==> config.mk <==
export PLATFORM = sky130hd
export DESIGN_NAME = modbus_rtu_read_input_slave_flat
export DESIGN_NICKNAME = d
export VERILOG_FILES = /design/src/rtl/mbrtu_pkg.sv /design/src/rtl/mbrtu_if.sv /design/src/rtl/modbus_rtu_read_input_slave.sv /design/src/flat_wrapper.sv
export SDC_FILE = /design/constraint.sdc
export NUM_CORES = 1
export LEC_CHECK = 0
export BUFFER_PORTS_ARGS = -buffer_cell sky130_fd_sc_hd__buf_4
export CAP_MARGIN = 5
export CORE_UTILIZATION = 62
export CTS_CLUSTER_SIZE = 8
export DETAILED_ROUTE_END_ITERATION = 10
export PLACE_DENSITY = 0.79
export SYNTH_ARGS = -nofsm -noshare
export SYNTH_HDL_FRONTEND = slang
export SYNTH_SLANG_ARGS = --single-unit
==> constraint.sdc <==
create_clock -name clk -period 4.55 [get_ports clk]
set_input_delay 0.91 -clock clk [delete_from_list [all_inputs] [get_ports clk]]
set_output_delay 0.91 -clock clk [all_outputs]
set_load 0.01 [all_outputs]
==> src/rtl/mbrtu_pkg.sv <==
`default_nettype none

package mbrtu_pkg;

    localparam int unsigned MAX_REGS_DEF = 16;

    localparam int unsigned BYTE_W     = 8;
    localparam int unsigned WORD_W     = 16;
    localparam int unsigned REG_IDX_W  = 4;
    localparam int unsigned LIVE_W     = 5;
    localparam int unsigned CFG_IDX_W  = 1;
    localparam int unsigned CFG_DATA_W = 8;
    localparam int unsigned FRAME_LEN  = 7;
    localparam int unsigned FRAME_IDX_W = 3;

    localparam logic [CFG_IDX_W-1:0] CFG_SLAVE_ADDR = 1'd0;
    localparam logic [CFG_IDX_W-1:0] CFG_LIVE_COUNT = 1'd1;

    localparam logic OP_RX_BYTE  = 1'b0;
    localparam logic OP_REG_WRITE = 1'b1;

    localparam logic [BYTE_W-1:0] FUNC_READ_INPUT  = 8'h04;
    localparam logic [BYTE_W-1:0] EXC_FLAG         = 8'h80;
    localparam logic [BYTE_W-1:0] EXC_ILLEGAL_ADDR = 8'h02;
    localparam logic [BYTE_W-1:0] START_HIGH_REQ   = 8'h01;

    localparam logic [WORD_W-1:0] CRC_INIT = 16'hFFFF;
    localparam logic [WORD_W-1:0] CRC_POLY = 16'hA001;

    typedef enum logic [1:0] {
        RX_IDLE,
        RX_ADDR,
        RX_BODY
    } rx_phase_t;

    typedef enum logic [3:0] {
        ST_IDLE,
        ST_CRC,
        ST_CHECK,
        ST_HEAD,
        ST_RD,
        ST_HI,
        ST_LO,
        ST_CRCLO,
        ST_CRCHI
    } state_t;

    function automatic logic [WORD_W-1:0] crc_byte(input logic [WORD_W-1:0] crc,
                                                   input logic [BYTE_W-1:0] b);
        logic [WORD_W-1:0] acc;
        acc = crc ^ {8'd0, b};
        for (int i = 0; i < BYTE_W; i++) begin
            if (acc[0])
                acc = (acc >> 1) ^ CRC_POLY;
            else
                acc = acc >> 1;
        end
        return acc;
    endfunction

endpackage

`default_nettype wire

==> src/rtl/mbrtu_if.sv <==
`default_nettype none

interface mbrtu_req_if;
    logic                                   valid;
    logic                                   ready;
    logic                                   opcode;
    logic [mbrtu_pkg::BYTE_W-1:0]           rx_byte;
    logic                                   after_silence;
    logic [mbrtu_pkg::REG_IDX_W-1:0]        reg_index;
    logic [mbrtu_pkg::WORD_W-1:0]           reg_value;

    modport source (output valid, opcode, rx_byte, after_silence, reg_index, reg_value,
                    input ready);
    modport sink (input valid, opcode, rx_byte, after_silence, reg_index, reg_value,
                  output ready);
endinterface

interface mbrtu_rsp_if;
    logic                                   valid;
    logic                                   ready;
    logic [mbrtu_pkg::BYTE_W-1:0]           tx_byte;
    logic                                   frame_end;

    modport source (output valid, tx_byte, frame_end, input ready);
    modport sink (input valid, tx_byte, frame_end, output ready);
endinterface

interface mbrtu_cfg_if;
    logic                                   valid;
    logic                                   ready;
    logic [mbrtu_pkg::CFG_IDX_W-1:0]        index;
    logic [mbrtu_pkg::CFG_DATA_W-1:0]       data;

    modport source (output valid, index, data, input ready);
    modport sink (input valid, index, data, output ready);
endinterface

`default_nettype wire

==> src/rtl/modbus_rtu_read_input_slave.sv <==
// Modbus RTU slave, function 0x04 (Read Input Registers) only.
// req: one request per cycle at most. opcode 0 carries a received byte and
//   its silent-gap flag; opcode 1 writes one live register value.
// rsp: the reply bytes in order, frame_end high on the final CRC byte.
// cfg: index 0 writes the station address, index 1 the live register count.
// req is taken only while no reply is being built. The eighth byte of a
// frame starts the reply: a CRC check at one byte per cycle, a request
// check, then, while rsp is not stalled, one reply byte per cycle for
// the header and CRC, and a memory read and two bytes per register value.
// A failed request check gives an exception reply; a frame that fails
// the CRC check is dropped.
// rsp has an output register: a stalled receiver holds the current byte
// and pauses reply generation; the block takes new requests after the last
// byte is loaded even if it is not yet taken.
// Reset clears the receiver, sets the address to 1 and the live count to 0,
// and marks every live register as zero.
`default_nettype none

module modbus_rtu_read_input_slave #(
    parameter int unsigned MAX_REGS = mbrtu_pkg::MAX_REGS_DEF
) (
    input  wire          clk,
    input  wire          rst_n,
    mbrtu_req_if.sink    req,
    mbrtu_rsp_if.source  rsp,
    mbrtu_cfg_if.sink    cfg
);

    localparam int unsigned IDX_W = (MAX_REGS > 1) ? $clog2(MAX_REGS) : 1;
    localparam int unsigned CNT_W = $clog2(MAX_REGS + 1);

    mbrtu_pkg::state_t                      state_reg, state_next;
    mbrtu_pkg::rx_phase_t                   rx_phase_reg, rx_phase_next;
    logic [mbrtu_pkg::FRAME_IDX_W-1:0]      rx_idx_reg, rx_idx_next;
    logic [mbrtu_pkg::FRAME_IDX_W-1:0]      seq_cnt_reg, seq_cnt_next;
    logic [mbrtu_pkg::BYTE_W-1:0]           slave_addr_reg;
    logic [mbrtu_pkg::LIVE_W-1:0]           live_cnt_reg;
    logic [MAX_REGS-1:0]                    vld_reg;
    logic                                   tx_vld_reg, tx_vld_next;

    logic [mbrtu_pkg::BYTE_W-1:0]           frame_reg [mbrtu_pkg::FRAME_LEN];
    logic [mbrtu_pkg::WORD_W-1:0]           crc_reg, crc_next;
    logic [mbrtu_pkg::BYTE_W-1:0]           tx_byte_reg, tx_byte_next;
    logic                                   tx_last_reg, tx_last_next;
    logic                                   exc_reg, exc_next;
    logic [IDX_W-1:0]                       rd_ptr_reg, rd_ptr_next;
    logic [CNT_W-1:0]                       rem_reg, rem_next;

    logic [mbrtu_pkg::WORD_W-1:0]           mem [MAX_REGS];
    logic [mbrtu_pkg::WORD_W-1:0]           rd_data_reg;
    logic                                   rd_vld_reg;
    logic [mbrtu_pkg::WORD_W-1:0]           rd_word;

    logic                                   req_acc;
    logic                                   cfg_acc;
    logic                                   mem_we;
    logic [IDX_W-1:0]                       mem_waddr;
    logic                                   mem_re;
    logic                                   frame_we;
    logic [mbrtu_pkg::FRAME_IDX_W-1:0]      frame_waddr;
    logic                                   load_ok;
    logic                                   emit;
    logic [mbrtu_pkg::BYTE_W-1:0]           emit_byte;
    logic                                   emit_last;
    logic                                   emit_crc;
    logic [mbrtu_pkg::LIVE_W-1:0]           live_clamp;
    logic [mbrtu_pkg::BYTE_W:0]             req_end;
    logic                                   req_ok;

    assign req.ready = (state_reg == mbrtu_pkg::ST_IDLE);
    assign cfg.ready = 1'b1;
    assign req_acc   = req.valid && req.ready;
    assign cfg_acc   = cfg.valid && cfg.ready;

    assign rsp.valid     = tx_vld_reg;
    assign rsp.tx_byte   = tx_byte_reg;
    assign rsp.frame_end = tx_last_reg;

    assign load_ok = !tx_vld_reg || rsp.ready;
    assign rd_word = rd_vld_reg ? rd_data_reg : '0;

    assign mem_we    = req_acc && (req.opcode == mbrtu_pkg::OP_REG_WRITE) &&
                       (6'(req.reg_index) < 6'(MAX_REGS));
    assign mem_waddr = IDX_W'(req.reg_index);
    assign mem_re    = (state_reg == mbrtu_pkg::ST_RD);

    assign live_clamp = (6'(live_cnt_reg) > 6'(MAX_REGS)) ? mbrtu_pkg::LIVE_W'(MAX_REGS)
                                                          : live_cnt_reg;
    assign req_end = {1'b0, frame_reg[2]} + {1'b0, frame_reg[4]};
    assign req_ok  = (frame_reg[1] == mbrtu_pkg::START_HIGH_REQ) &&
                     (frame_reg[3] == 8'd0) &&
                     (frame_reg[2] < 8'(live_clamp)) &&
                     (frame_reg[4] != 8'd0) &&
                     (req_end <= 9'(live_clamp));

    always_comb
    begin
        state_next    = state_reg;
        rx_phase_next = rx_phase_reg;
        rx_idx_next   = rx_idx_reg;
        seq_cnt_next  = seq_cnt_reg;
        crc_next      = crc_reg;
        exc_next      = exc_reg;
        rd_ptr_next   = rd_ptr_reg;
        rem_next      = rem_reg;
        frame_we      = 1'b0;
        frame_waddr   = rx_idx_reg;
        emit          = 1'b0;
        emit_byte     = '0;
        emit_last     = 1'b0;
        emit_crc      = 1'b1;

        unique case (state_reg)
            mbrtu_pkg::ST_IDLE:
            begin
                if (req_acc && req.opcode == mbrtu_pkg::OP_RX_BYTE) begin
                    if (req.after_silence) begin
                        rx_phase_next = (req.rx_byte == slave_addr_reg) ? mbrtu_pkg::RX_ADDR
                                                                        : mbrtu_pkg::RX_IDLE;
                    end else if (rx_phase_reg == mbrtu_pkg::RX_ADDR) begin
                        if (req.rx_byte == mbrtu_pkg::FUNC_READ_INPUT) begin
                            rx_phase_next = mbrtu_pkg::RX_BODY;
                            frame_we      = 1'b1;
                            frame_waddr   = '0;
                            rx_idx_next   = 3'd1;
                        end else begin
                            rx_phase_next = mbrtu_pkg::RX_IDLE;
                        end
                    end else if (rx_phase_reg == mbrtu_pkg::RX_BODY) begin
                        frame_we    = 1'b1;
                        rx_idx_next = rx_idx_reg + 3'd1;
                        if (rx_idx_reg == 3'(mbrtu_pkg::FRAME_LEN - 1)) begin
                            rx_phase_next = mbrtu_pkg::RX_IDLE;
                            rx_idx_next   = '0;
                            state_next    = mbrtu_pkg::ST_CRC;
                            seq_cnt_next  = '0;
                            crc_next      = mbrtu_pkg::crc_byte(mbrtu_pkg::CRC_INIT,
                                                                slave_addr_reg);
                        end
                    end
                end
            end
            mbrtu_pkg::ST_CRC:
            begin
                crc_next     = mbrtu_pkg::crc_byte(crc_reg, frame_reg[seq_cnt_reg]);
                seq_cnt_next = seq_cnt_reg + 3'd1;
                if (seq_cnt_reg == 3'(mbrtu_pkg::FRAME_LEN - 3))
                    state_next = mbrtu_pkg::ST_CHECK;
            end
            mbrtu_pkg::ST_CHECK:
            begin
                if (frame_reg[5] != crc_reg[7:0] || frame_reg[6] != crc_reg[15:8]) begin
                    state_next = mbrtu_pkg::ST_IDLE;
                end else begin
                    state_next   = mbrtu_pkg::ST_HEAD;
                    crc_next     = mbrtu_pkg::CRC_INIT;
                    seq_cnt_next = '0;
                    exc_next     = !req_ok;
                    rd_ptr_next  = IDX_W'(frame_reg[2]);
                    rem_next     = CNT_W'(frame_reg[4]);
                end
            end
            mbrtu_pkg::ST_HEAD:
            begin
                emit = load_ok;
                case (seq_cnt_reg)
                    3'd0:    emit_byte = slave_addr_reg;
                    3'd1:    emit_byte = exc_reg ? (mbrtu_pkg::FUNC_READ_INPUT |
                                                    mbrtu_pkg::EXC_FLAG)
                                                 : mbrtu_pkg::FUNC_READ_INPUT;
                    default: emit_byte = exc_reg ? mbrtu_pkg::EXC_ILLEGAL_ADDR
                                                 : {frame_reg[4][6:0], 1'b0};
                endcase
                if (load_ok) begin
                    seq_cnt_next = seq_cnt_reg + 3'd1;
                    if (seq_cnt_reg == 3'd2)
                        state_next = exc_reg ? mbrtu_pkg::ST_CRCLO : mbrtu_pkg::ST_RD;
                end
            end
            mbrtu_pkg::ST_RD:
            begin
                state_next = mbrtu_pkg::ST_HI;
            end
            mbrtu_pkg::ST_HI:
            begin
                emit      = load_ok;
                emit_byte = rd_word[15:8];
                if (load_ok)
                    state_next = mbrtu_pkg::ST_LO;
            end
            mbrtu_pkg::ST_LO:
            begin
                emit      = load_ok;
                emit_byte = rd_word[7:0];
                if (load_ok) begin
                    rd_ptr_next = rd_ptr_reg + IDX_W'(1);
                    rem_next    = rem_reg - CNT_W'(1);
                    state_next  = (rem_reg == CNT_W'(1)) ? mbrtu_pkg::ST_CRCLO
                                                         : mbrtu_pkg::ST_RD;
                end
            end
            mbrtu_pkg::ST_CRCLO:
            begin
                emit      = load_ok;
                emit_crc  = 1'b0;
                emit_byte = crc_reg[7:0];
                if (load_ok)
                    state_next = mbrtu_pkg::ST_CRCHI;
            end
            mbrtu_pkg::ST_CRCHI:
            begin
                emit      = load_ok;
                emit_crc  = 1'b0;
                emit_last = 1'b1;
                emit_byte = crc_reg[15:8];
                if (load_ok)
                    state_next = mbrtu_pkg::ST_IDLE;
            end
            default:
            begin
                state_next = mbrtu_pkg::ST_IDLE;
            end
        endcase

        if (emit && emit_crc)
            crc_next = mbrtu_pkg::crc_byte(crc_reg, emit_byte);
    end

    always_comb
    begin
        tx_vld_next  = tx_vld_reg;
        tx_byte_next = tx_byte_reg;
        tx_last_next = tx_last_reg;
        if (emit) begin
            tx_vld_next  = 1'b1;
            tx_byte_next = emit_byte;
            tx_last_next = emit_last;
        end else if (rsp.ready) begin
            tx_vld_next = 1'b0;
        end
    end

    always_ff @(posedge clk or negedge rst_n)
    begin
        if (!rst_n) begin
            state_reg      <= mbrtu_pkg::ST_IDLE;
            rx_phase_reg   <= mbrtu_pkg::RX_IDLE;
            rx_idx_reg     <= '0;
            seq_cnt_reg    <= '0;
            slave_addr_reg <= 8'd1;
            live_cnt_reg   <= '0;
            vld_reg        <= '0;
            tx_vld_reg     <= 1'b0;
        end else begin
            state_reg    <= state_next;
            rx_phase_reg <= rx_phase_next;
            rx_idx_reg   <= rx_idx_next;
            seq_cnt_reg  <= seq_cnt_next;
            tx_vld_reg   <= tx_vld_next;
            if (mem_we)
                vld_reg[mem_waddr] <= 1'b1;
            if (cfg_acc) begin
                unique case (cfg.index)
                    mbrtu_pkg::CFG_SLAVE_ADDR: slave_addr_reg <= cfg.data;
                    mbrtu_pkg::CFG_LIVE_COUNT:
                        live_cnt_reg <= cfg.data[mbrtu_pkg::LIVE_W-1:0];
                    default: ;
                endcase
            end
        end
    end

    always_ff @(posedge clk)
    begin
        crc_reg     <= crc_next;
        exc_reg     <= exc_next;
        rd_ptr_reg  <= rd_ptr_next;
        rem_reg     <= rem_next;
        tx_byte_reg <= tx_byte_next;
        tx_last_reg <= tx_last_next;
        if (frame_we)
            frame_reg[frame_waddr] <= req.rx_byte;
    end

    always_ff @(posedge clk)
    begin
        if (mem_we)
            mem[mem_waddr] <= req.reg_value;
        if (mem_re) begin
            rd_data_reg <= mem[rd_ptr_reg];
            rd_vld_reg  <= vld_reg[rd_ptr_reg];
        end
    end

    a_hi_after_read: assert property (@(posedge clk) disable iff (!rst_n)
        state_reg == mbrtu_pkg::ST_HI |->
            $past(state_reg) == mbrtu_pkg::ST_RD || $past(state_reg) == mbrtu_pkg::ST_HI)
        else $error("register byte sent without a memory read");

    a_rem_nonzero: assert property (@(posedge clk) disable iff (!rst_n)
        state_reg == mbrtu_pkg::ST_RD |-> rem_reg != '0)
        else $error("register read with no registers left");

    a_last_loaded: assert property (@(posedge clk) disable iff (!rst_n)
        emit && state_reg == mbrtu_pkg::ST_CRCHI |=> rsp.valid && rsp.frame_end)
        else $error("final CRC byte not marked");

    a_no_req_busy: assert property (@(posedge clk) disable iff (!rst_n)
        state_reg == mbrtu_pkg::ST_CRC |-> $past(state_reg) == mbrtu_pkg::ST_IDLE ||
                                           $past(state_reg) == mbrtu_pkg::ST_CRC)
        else $error("CRC check entered from a busy state");

endmodule

`default_nettype wire
==> src/flat_wrapper.sv <==
// flat-port wrapper written by rule: the top's interface ports become plain ports
module modbus_rtu_read_input_slave_flat 
#(
    parameter int unsigned MAX_REGS = mbrtu_pkg::MAX_REGS_DEF
)
  (clk, rst_n, req_valid, req_opcode, req_rx_byte, req_after_silence, req_reg_index, req_reg_value, req_ready, rsp_valid, rsp_tx_byte, rsp_frame_end, rsp_ready, cfg_valid, cfg_index, cfg_data, cfg_ready);
  mbrtu_req_if req_i ();
  mbrtu_rsp_if rsp_i ();
  mbrtu_cfg_if cfg_i ();
  input  wire clk;
  input  wire rst_n;
  input wire logic [$bits(req_i.valid)-1:0] req_valid;
  input wire logic [$bits(req_i.opcode)-1:0] req_opcode;
  input wire logic [$bits(req_i.rx_byte)-1:0] req_rx_byte;
  input wire logic [$bits(req_i.after_silence)-1:0] req_after_silence;
  input wire logic [$bits(req_i.reg_index)-1:0] req_reg_index;
  input wire logic [$bits(req_i.reg_value)-1:0] req_reg_value;
  output wire logic [$bits(req_i.ready)-1:0] req_ready;
  output wire logic [$bits(rsp_i.valid)-1:0] rsp_valid;
  output wire logic [$bits(rsp_i.tx_byte)-1:0] rsp_tx_byte;
  output wire logic [$bits(rsp_i.frame_end)-1:0] rsp_frame_end;
  input wire logic [$bits(rsp_i.ready)-1:0] rsp_ready;
  input wire logic [$bits(cfg_i.valid)-1:0] cfg_valid;
  input wire logic [$bits(cfg_i.index)-1:0] cfg_index;
  input wire logic [$bits(cfg_i.data)-1:0] cfg_data;
  output wire logic [$bits(cfg_i.ready)-1:0] cfg_ready;
  assign req_i.valid = req_valid;
  assign req_i.opcode = req_opcode;
  assign req_i.rx_byte = req_rx_byte;
  assign req_i.after_silence = req_after_silence;
  assign req_i.reg_index = req_reg_index;
  assign req_i.reg_value = req_reg_value;
  assign req_ready = req_i.ready;
  assign rsp_valid = rsp_i.valid;
  assign rsp_tx_byte = rsp_i.tx_byte;
  assign rsp_frame_end = rsp_i.frame_end;
  assign rsp_i.ready = rsp_ready;
  assign cfg_i.valid = cfg_valid;
  assign cfg_i.index = cfg_index;
  assign cfg_i.data = cfg_data;
  assign cfg_ready = cfg_i.ready;
  modbus_rtu_read_input_slave #(.MAX_REGS(MAX_REGS)) u_core (.clk(clk), .rst_n(rst_n), .req(req_i), .rsp(rsp_i), .cfg(cfg_i));
endmodule
# After elaboration in Yosys (flattened, before gate mapping)
# Memory sizes are Yosys's and may differ from the RTL's. A register that Yosys moved wholly into a read port is not among the register bits.
# Cells that the tools add are included.
dict set report totals {
  ff_bits 78
  ram_bits 312
  in_bits 44
  output_inout_bits 12
  elab_cells 293
  memories 2
}
dict set report op_classes {
  n_addsub 5
  order_cmp 6
  eq_ne 40
  mux 158
  bitwise 32
  reduce_logical 35
}
# name words word_bits read_ports rd_ports_with_merged_regs wr line_no
set memory_table {}
lappend memory_table {u_core.mem 16 16 1 1 1 modbus_rtu_read_input_slave.sv:49} ;# logic [mbrtu_pkg::WORD_W-1:0] mem [MAX_REGS];
lappend memory_table {u_core.frame_reg 7 8 7 0 1 modbus_rtu_read_input_slave.sv:41} ;# logic [mbrtu_pkg::BYTE_W-1:0] frame_reg [mbrtu_pkg::FRAME_LEN];
# op n
set ops {}
lappend ops {{16-bit two-way mux} 88}
lappend ops {{2-bit NOT with 3-bit output} 24}
lappend ops {{4-bit two-way mux} 14}
lappend ops {{3-bit two-way mux} 16}
lappend ops {{16-bit one-hot mux with 3 select lines} 1}
lappend ops {{8-bit one-hot mux with 5 select lines} 1}
lappend ops {{4-bit one-hot mux with 9 select lines} 1}
lappend ops {{16-bit by 8-bit XOR with 16-bit output} 2}
lappend ops {{1-bit two-way mux} 18}
lappend ops {{3-bit inequality test, second input constant} 6}
lappend ops {{4-bit by 3-bit equality test with 1-bit output, second input constant} 4}
lappend ops {{2-bit two-way mux} 8}
lappend ops {{8-bit two-way mux} 2}
lappend ops {{8-bit inequality test} 2}
lappend ops {{8-bit NOT with 16-bit output} 1}
lappend ops {{16-bit bitwise OR} 1}
lappend ops {{8-bit one-hot mux with 2 select lines} 1}
lappend ops {{5-bit two-way mux} 3}
lappend ops {{2-bit by 1-bit inequality test with 1-bit output, second input constant} 7}
lappend ops {{2-bit inequality test, second input constant} 7}
lappend ops {{3-bit one-hot mux with 4 select lines} 1}
lappend ops {{12-bit AND reduction} 1}
lappend ops {{4-bit by 5-bit < comparator with 1-bit output, second input constant} 2}
lappend ops {{5-bit one-hot mux with 2 select lines} 1}
lappend ops {{42 further kinds} 64}

# Logic depth before layout (Yosys ltp)
dict set report logic_depth {
  word_depth 66
  mapped_depth 14
  ltp_nobuf 12
}

# Least setup slack after synthesis
# OpenSTA, ideal clock, no wires.
dict set report synth_path {
  kind {reg2reg}
  startpoint {reg u_core.seq_cnt_reg[0] (netlist name)}
  endpoint {reg u_core.crc_reg[0] (netlist name) (data pin)}
  setup_time_ps 255
  arrival_ps 3220
  required_time_ps 4295
  path_slack_ps 1075
  stages_incl_launch_ff 14
  path_buffers 2
  period_less_slack_ps 3475
  path_cell_list {dfrtp_1 -> buf_6 -> buf_4 -> inv_1 -> ha_1 -> o21bai_1 -> a32oi_1 -> o211ai_1 -> xor2_1 -> xnor2_1 -> xnor3_1 -> xor2_1 -> or2_2 -> a31o_1}
}
dict set report synth_via {
  elab_chain_len 21
  elab_cells_between_ends 53
  cone_classes {eq/ne: 1; mux: 34; bitwise: 16; reduce/logical: 1; memory: 1}
}
# element line_no
set synth_lines {}
lappend synth_lines {{start, declared} modbus_rtu_read_input_slave.sv:35} ;# logic [mbrtu_pkg::FRAME_IDX_W-1:0] seq_cnt_reg, seq_cnt_next;
lappend synth_lines {{start signal, assigned} modbus_rtu_read_input_slave.sv:258} ;# seq_cnt_reg <= seq_cnt_next;
lappend synth_lines {{3-bit by 1-bit equality test with 1-bit output or 3-bit zero test (tied branches)} modbus_rtu_read_input_slave.sv:166} ;# case (seq_cnt_reg)
lappend synth_lines {{8-bit one-hot mux with 2 select lines (*)} modbus_rtu_read_input_slave.sv:166}
lappend synth_lines {{8-bit one-hot mux with 5 select lines (*)} modbus_rtu_read_input_slave.sv:113} ;# unique case (state_reg)
lappend synth_lines {{net u_core.emit_byte (one bit)} modbus_rtu_read_input_slave.sv:63} ;# logic [mbrtu_pkg::BYTE_W-1:0] emit_byte;
lappend synth_lines {{16-bit by 8-bit XOR with 16-bit output (*)} mbrtu_pkg.sv:51} ;# acc = crc ^ {8'd0, b};
lappend synth_lines {{16-bit two-way mux (*)} mbrtu_pkg.sv:53} ;# if (acc[0])
lappend synth_lines {{16-bit two-way mux (*)} modbus_rtu_read_input_slave.sv:225} ;# if (emit && emit_crc)
lappend synth_lines {{16-bit two-way mux (*)} mbrtu_pkg.sv:53}
lappend synth_lines {{(+7 left out)} n/a}
lappend synth_lines {{16-bit two-way mux (*)} modbus_rtu_read_input_slave.sv:225}
lappend synth_lines {{16-bit two-way mux (*)} mbrtu_pkg.sv:53}
lappend synth_lines {{16-bit two-way mux (*)} modbus_rtu_read_input_slave.sv:225}
lappend synth_lines {{16-bit two-way mux (*)} mbrtu_pkg.sv:53}
lappend synth_lines {{16-bit two-way mux (*)} modbus_rtu_read_input_slave.sv:225}
lappend synth_lines {{16-bit two-way mux (*)} mbrtu_pkg.sv:53}
lappend synth_lines {{16-bit two-way mux (*)} modbus_rtu_read_input_slave.sv:225}
lappend synth_lines {{net u_core.crc_next (one bit)} modbus_rtu_read_input_slave.sv:42} ;# logic [mbrtu_pkg::WORD_W-1:0] crc_reg, crc_next;
lappend synth_lines {{end signal, assigned} modbus_rtu_read_input_slave.sv:275} ;# crc_reg <= crc_next;
lappend synth_lines {{end, declared} modbus_rtu_read_input_slave.sv:42}
# Mark *: on every way through the listed nets, which the timed path passes. The rest lies on a longest branch. The select of a mux whose other input is x is not followed.
# A chain may end at the register's enable or synchronous reset.

# Worst setup path after layout
dict set report layout_path {
  startpoint {reg u_core.state_reg[1]}
  endpoint {reg u_core.crc_reg[0] (netlist name) (data pin)}
}
dict set report layout_via {
  elab_chain_len 20
  elab_cells_between_ends 39
  cone_classes {eq/ne: 7; mux: 20; bitwise: 8; reduce/logical: 4}
}
# element line_no
set layout_lines {}
lappend layout_lines {{start, declared} modbus_rtu_read_input_slave.sv:32} ;# mbrtu_pkg::state_t state_reg, state_next;
lappend layout_lines {{start signal, assigned} modbus_rtu_read_input_slave.sv:246} ;# state_reg <= mbrtu_pkg::ST_IDLE;
lappend layout_lines {{start signal, assigned} modbus_rtu_read_input_slave.sv:255} ;# state_reg <= state_next;
lappend layout_lines {{4-bit equality test (tied with other cells)} modbus_rtu_read_input_slave.sv:113}
lappend layout_lines {{8-bit one-hot mux with 5 select lines (*)} modbus_rtu_read_input_slave.sv:113}
lappend layout_lines {{net u_core.emit_byte (one bit)} modbus_rtu_read_input_slave.sv:63}
lappend layout_lines {{16-bit by 8-bit XOR with 16-bit output (*)} mbrtu_pkg.sv:51}
lappend layout_lines {{16-bit two-way mux (*)} mbrtu_pkg.sv:53}
lappend layout_lines {{16-bit two-way mux (*)} modbus_rtu_read_input_slave.sv:225}
lappend layout_lines {{2-bit NOT with 3-bit output (no source line)} n/a}
lappend layout_lines {{16-bit two-way mux (*)} mbrtu_pkg.sv:53}
lappend layout_lines {{(+6 left out)} n/a}
lappend layout_lines {{16-bit two-way mux (*)} modbus_rtu_read_input_slave.sv:225}
lappend layout_lines {{16-bit two-way mux (*)} mbrtu_pkg.sv:53}
lappend layout_lines {{16-bit two-way mux (*)} modbus_rtu_read_input_slave.sv:225}
lappend layout_lines {{16-bit two-way mux (*)} mbrtu_pkg.sv:53}
lappend layout_lines {{16-bit two-way mux (*)} modbus_rtu_read_input_slave.sv:225}
lappend layout_lines {{16-bit two-way mux (*)} mbrtu_pkg.sv:53}
lappend layout_lines {{16-bit two-way mux (*)} modbus_rtu_read_input_slave.sv:225}
lappend layout_lines {{net u_core.crc_next (one bit)} modbus_rtu_read_input_slave.sv:42}
# Marks and branches as above.

==> tab_implementation.tex <==
\begin{tabular}{lr}
\hline
Metric & Value \\
\hline
\multicolumn{2}{l}{\textbf{Global route}} \\
\quad Via count of the first global-routing pass & 11236 \\
\quad Pin count of the biggest net entering global routing & 106 \\
\quad First-pass GRT wire length & 67500 um \\
\quad Remaining global-route overflow & 0 \\
\quad Initial antenna violation count & 0 \\
\quad Overall global routing resource usage & 0.304 \\
\multicolumn{2}{l}{\textbf{Floorplan}} \\
\quad Total Die Area & 30100 um2 \\
\quad Floorplan core area & 28800 um2 \\
\quad Die X-Extent & 173 um \\
\quad Effective utilization at floorplan & 0.633 \\
\quad \# rows & 62 \\
\quad Top-level I/O count & between 50 and 60 \\
\quad Die Height & 173 um \\
\multicolumn{2}{l}{\textbf{Placement}} \\
\quad Number of cells after detailed placement & 1571 \\
\quad Port Buf Inserts & 54 \\
\quad Final RePlAce weighted congestion & 0.934 \\
\quad Worst slack, placed & 988 ps \\
\quad HPWL after DPL & 28100 um \\
\multicolumn{2}{l}{\textbf{Layout}} \\
\quad Antenna diode count & 0 \\
\quad Final non-filler cell total & 1679 \\
\quad Largest register FFs & 256 \\
\quad Top library cells by usage in the layout, fill and taps aside & sky130\_fd\_sc\_hd\_\_edfxtp\_1 (372), sky130\_fd\_sc\_hd\_\_buf\_4 (77), sky130\_fd\_sc\_hd\_\_nand2\_1 (72), sky130\_fd\_sc\_hd\_\_mux2i\_1 (66), sky130\_fd\_sc\_hd\_\_o21ai\_0 (65) \\
\quad Area overhead of the layout relative to synthesis & 14.1\% \\
\quad Commonest non-fill, non-tap cell in the layout & sky130\_fd\_sc\_hd\_\_edfxtp\_1 \\
\quad Final net count & 1317 \\
\quad Layout cells sized above 1 & 0.203 \\
\quad \# fillers & 1788 \\
\multicolumn{2}{l}{\textbf{Clock tree}} \\
\quad Buffer cell driving the clock tree root & sky130\_fd\_sc\_hd\_\_clkbuf\_16 \\
\quad CTS tree & yes \\
\quad Count of cells resized by post-cts repair & 0 \\
\quad Clock sink count & approximately 410 \\
\quad Clock latency reported for the late side of the worst-skew pair & 610 ps \\
\quad Clock buffers created by TritonCTS & 57 \\
\quad Number of buffers inserted by post-CTS setup repair & 0 \\
\quad Number of hold buffers added after cts & 0 \\
\quad Clock transition at the registers of the reported paths & around 60 ps \\
\quad Buffer depth of the longest clock path & 3 \\
\quad Depth of the CTS H-tree & 2 \\
\multicolumn{2}{l}{\textbf{Yosys}} \\
\quad Synth Area in Adders & 0.0190 \\
\quad Dominant combinational cell family by area after synthesis & multiplexers \\
\quad Area share of the largest cell type after synthesis & 0.613 \\
\quad Synthesis-stage register bit count & 414 \\
\quad Synth Flop Type & sky130\_fd\_sc\_hd\_\_edfxtp\_1 \\
\quad Sequential share of the synthesized area & 0.671 \\
\quad Fraction of registers with async set/reset & 0.101 \\
\quad Syn Inst Count & 1169 \\
\quad Average instance area after synthesis & 15.6 um2 \\
\quad Basic-gate share of the synthesized area counting and, or, nand and nor cells & 0.0630 \\
\quad Number of synthesized flops with an enable pin & 372 \\
\quad Count of cell types in the netlist & 70 \\
\quad Post-synthesis compound-gate area fraction & 0.0737 \\
\quad Post-synthesis instance area & 18200 um2 \\
\quad Net count after synthesis & 1240 \\
\quad Ranking of synthesized cells by area & sky130\_fd\_sc\_hd\_\_edfxtp\_1 (61\%), sky130\_fd\_sc\_hd\_\_mux4\_2 (5.9\%), sky130\_fd\_sc\_hd\_\_dfrtp\_1 (5.6\%) \\
\quad Post-synthesis cell type with the largest combined area & sky130\_fd\_sc\_hd\_\_edfxtp\_1 \\
\quad Total number of yosys warnings & 0 \\
\quad Share of cell area taken by muxes after synthesis & 0.113 \\
\quad Fraction of synthesized cell area in xor and xnor cells & 0.0404 \\
\multicolumn{2}{l}{\textbf{STA}} \\
\quad Total negative slack for setup checks & 0 ps \\
\quad Finish-stage setup viols & 0 \\
\quad Min Tclk post-route & approximately 3600 ps \\
\quad Final hold violations & 0 \\
\quad Peak Freq & around 280 MHz \\
\quad Final setup slack of the worst path & approximately 950 ps \\
\quad Worst Skew & 60.7 ps \\
\quad Slew at the pin closest to its max-slew limit & 1240 ps \\
\quad Share of the clock period used by the worst path & 0.791 \\
\quad Unrepaired setup endpoints after global routing & false \\
\quad WHS & 317 ps \\
\quad Final Max Tran Viols & 0 \\
\quad Slew Limit Headroom & 0.170 \\
\multicolumn{2}{l}{\textbf{Detailed routing}} \\
\quad Wire length per cell after detailed routing & between 20 and 30 um \\
\quad Number of remaining DRC errors & 0 \\
\quad Number of vias per cell & 6.59 \\
\quad Vias after detailed routing & 11060 \\
\quad DR iter-0 viols & 1231 \\
\quad Total iterations of the first detailed-routing run & 5 \\
\quad Post-detailed-route count of antenna-violating nets & 0 \\
\quad Total wire length after detailed routing & around 45000 um \\
\multicolumn{2}{l}{\textbf{Worst hold path}} \\
\quad Class of the worst hold path & primary input to asynchronous set/reset pin \\
\multicolumn{2}{l}{\textbf{Status}} \\
\quad Run status & finished, final reports clean \\
\multicolumn{2}{l}{\textbf{Worst setup path}} \\
\quad Element type at the critical path end & register \\
\quad Startpoint type of the worst setup path & register \\
\quad Setup CP Type & register to register \\
\quad Data arrival time at the worst-slack endpoint & roughly 3900 ps \\
\quad Maximum fanout count along the critical path & 27 \\
\quad Required time of the critical path & slightly below 5000 ps \\
\multicolumn{2}{l}{\textbf{Pwr}} \\
\quad Highest ir drop seen on vdd & 0.472 mV \\
\quad Ratio of total power to cell area & 599 nW/um2 \\
\quad Leak Pwr & between 7 and 8 nW \\
\quad Final Total Pwr & around 0.012 W \\
\multicolumn{2}{l}{\textbf{Job}} \\
\quad Max-cap violations & 0 \\
\hline
\end{tabular}
-- worst max-delay path, cell delays in order (launching register included) --
cell and delay [ps]:
sky130_fd_sc_hd__dfrtp_1 820, sky130_fd_sc_hd__nor2b_1 490, sky130_fd_sc_hd__a22oi_1 190, sky130_fd_sc_hd__o211ai_1 260
sky130_fd_sc_hd__xor2_1 280, sky130_fd_sc_hd__xnor2_1 200, sky130_fd_sc_hd__xnor3_1 400, sky130_fd_sc_hd__xor2_1 180
sky130_fd_sc_hd__or2_2 290, sky130_fd_sc_hd__a31o_1 220
-- worst paths after layout --
kind | end | startpoint | slack [ps] | cells past startpoint
max | u_core.crc_reg[0] | u_core.state_reg[1] | 950 | 9
min | u_core.vld_reg[8] | rst_n | 320 | 1
max reg2reg | u_core.crc_reg[0] | u_core.state_reg[1] | 950 | 9
min reg2reg | u_core.vld_reg[3] | u_core.vld_reg[3] | 460 | 1
max in group asynchronous | u_core.state_reg[3] | rst_n | 3760 | 1
min in group clk | u_core.vld_reg[3] | u_core.vld_reg[3] | 460 | 1
-- logic make-up (layout without fill, tap and decap cells) --
logic type / count (synthesis) / count (layout)
muxes: 140 / 140
buffers and inverters: 84 / 210
xor gates and xnor gates: 80 / 80
adders and majority gates: 27 / 27
DFF: 414 / 414
AOI/OAI and AO/OA: 204 / 204
and+or+nand+nor: 219 / 219
other: 1 / 1
-- synthesized netlist by cell type, types with 10 or more instances --
cell / instances
sky130_fd_sc_hd__edfxtp_1: 372
sky130_fd_sc_hd__nand2_1: 72
sky130_fd_sc_hd__clkbuf_1: 41
sky130_fd_sc_hd__mux4_2: 48
sky130_fd_sc_hd__dfrtp_1: 41
sky130_fd_sc_hd__mux2_2: 24
sky130_fd_sc_hd__nor2_1: 36
sky130_fd_sc_hd__a221oi_1: 18
sky130_fd_sc_hd__xnor2_1: 39
sky130_fd_sc_hd__mux2i_1: 66
sky130_fd_sc_hd__nand2b_1: 10
sky130_fd_sc_hd__o21ai_0: 65
sky130_fd_sc_hd__ha_1: 26
sky130_fd_sc_hd__nor3_1: 13
sky130_fd_sc_hd__a22oi_1: 28
sky130_fd_sc_hd__nand3b_1: 11
sky130_fd_sc_hd__or2_2: 24
sky130_fd_sc_hd__inv_1: 23
sky130_fd_sc_hd__xor2_1: 38
sky130_fd_sc_hd__a21oi_1: 36
sky130_fd_sc_hd__a221o_1: 10
sky130_fd_sc_hd__nor4_1: 14
-- report_power, final --
part | leakage (nW) | switching [W] | internal [W]
registers | 3.90 | 0.000383 | 0.00462
clock network | 0.793 | 0.00159 | 0.00237
logic | 2.60 | 0.00197 | 0.00153
-- metrics by stage --
| stage | utilization | instance area (um2) |
|---|---|---|
| after floorplan | - | 18200 |
| after global placement | 0.664 | 19100 |
| after detailed placement | 0.664 | 19100 |
| after CTS | 0.722 | 20800 |
| after global routing | 0.722 | 20800 |
| final | 0.722 | 20800 |
-- cell type report --
class,instances,area [um2],share of cell area
Clock buffer,105,1610,0.0773
Clock inverter,3,90.1,0.00433
Inverter,24,90.1,0.00433
Multi-Input combinational cell,671,5700,0.274
Sequential cell,414,12200,0.588
Tap cell,384,480,0.0231
Timing Repair Buffer,78,598,0.0288
-- metal layers --
layer,global-route usage,share of wire,vias to the layer above
li1,-,-,4732
met1,0.394,0.38,5574
met5,0,0,-
met3,0.0408,0.077,132
met4,0.126,0.040,0
met2,0.520,0.51,622
(Power assumes the default switching activity.)
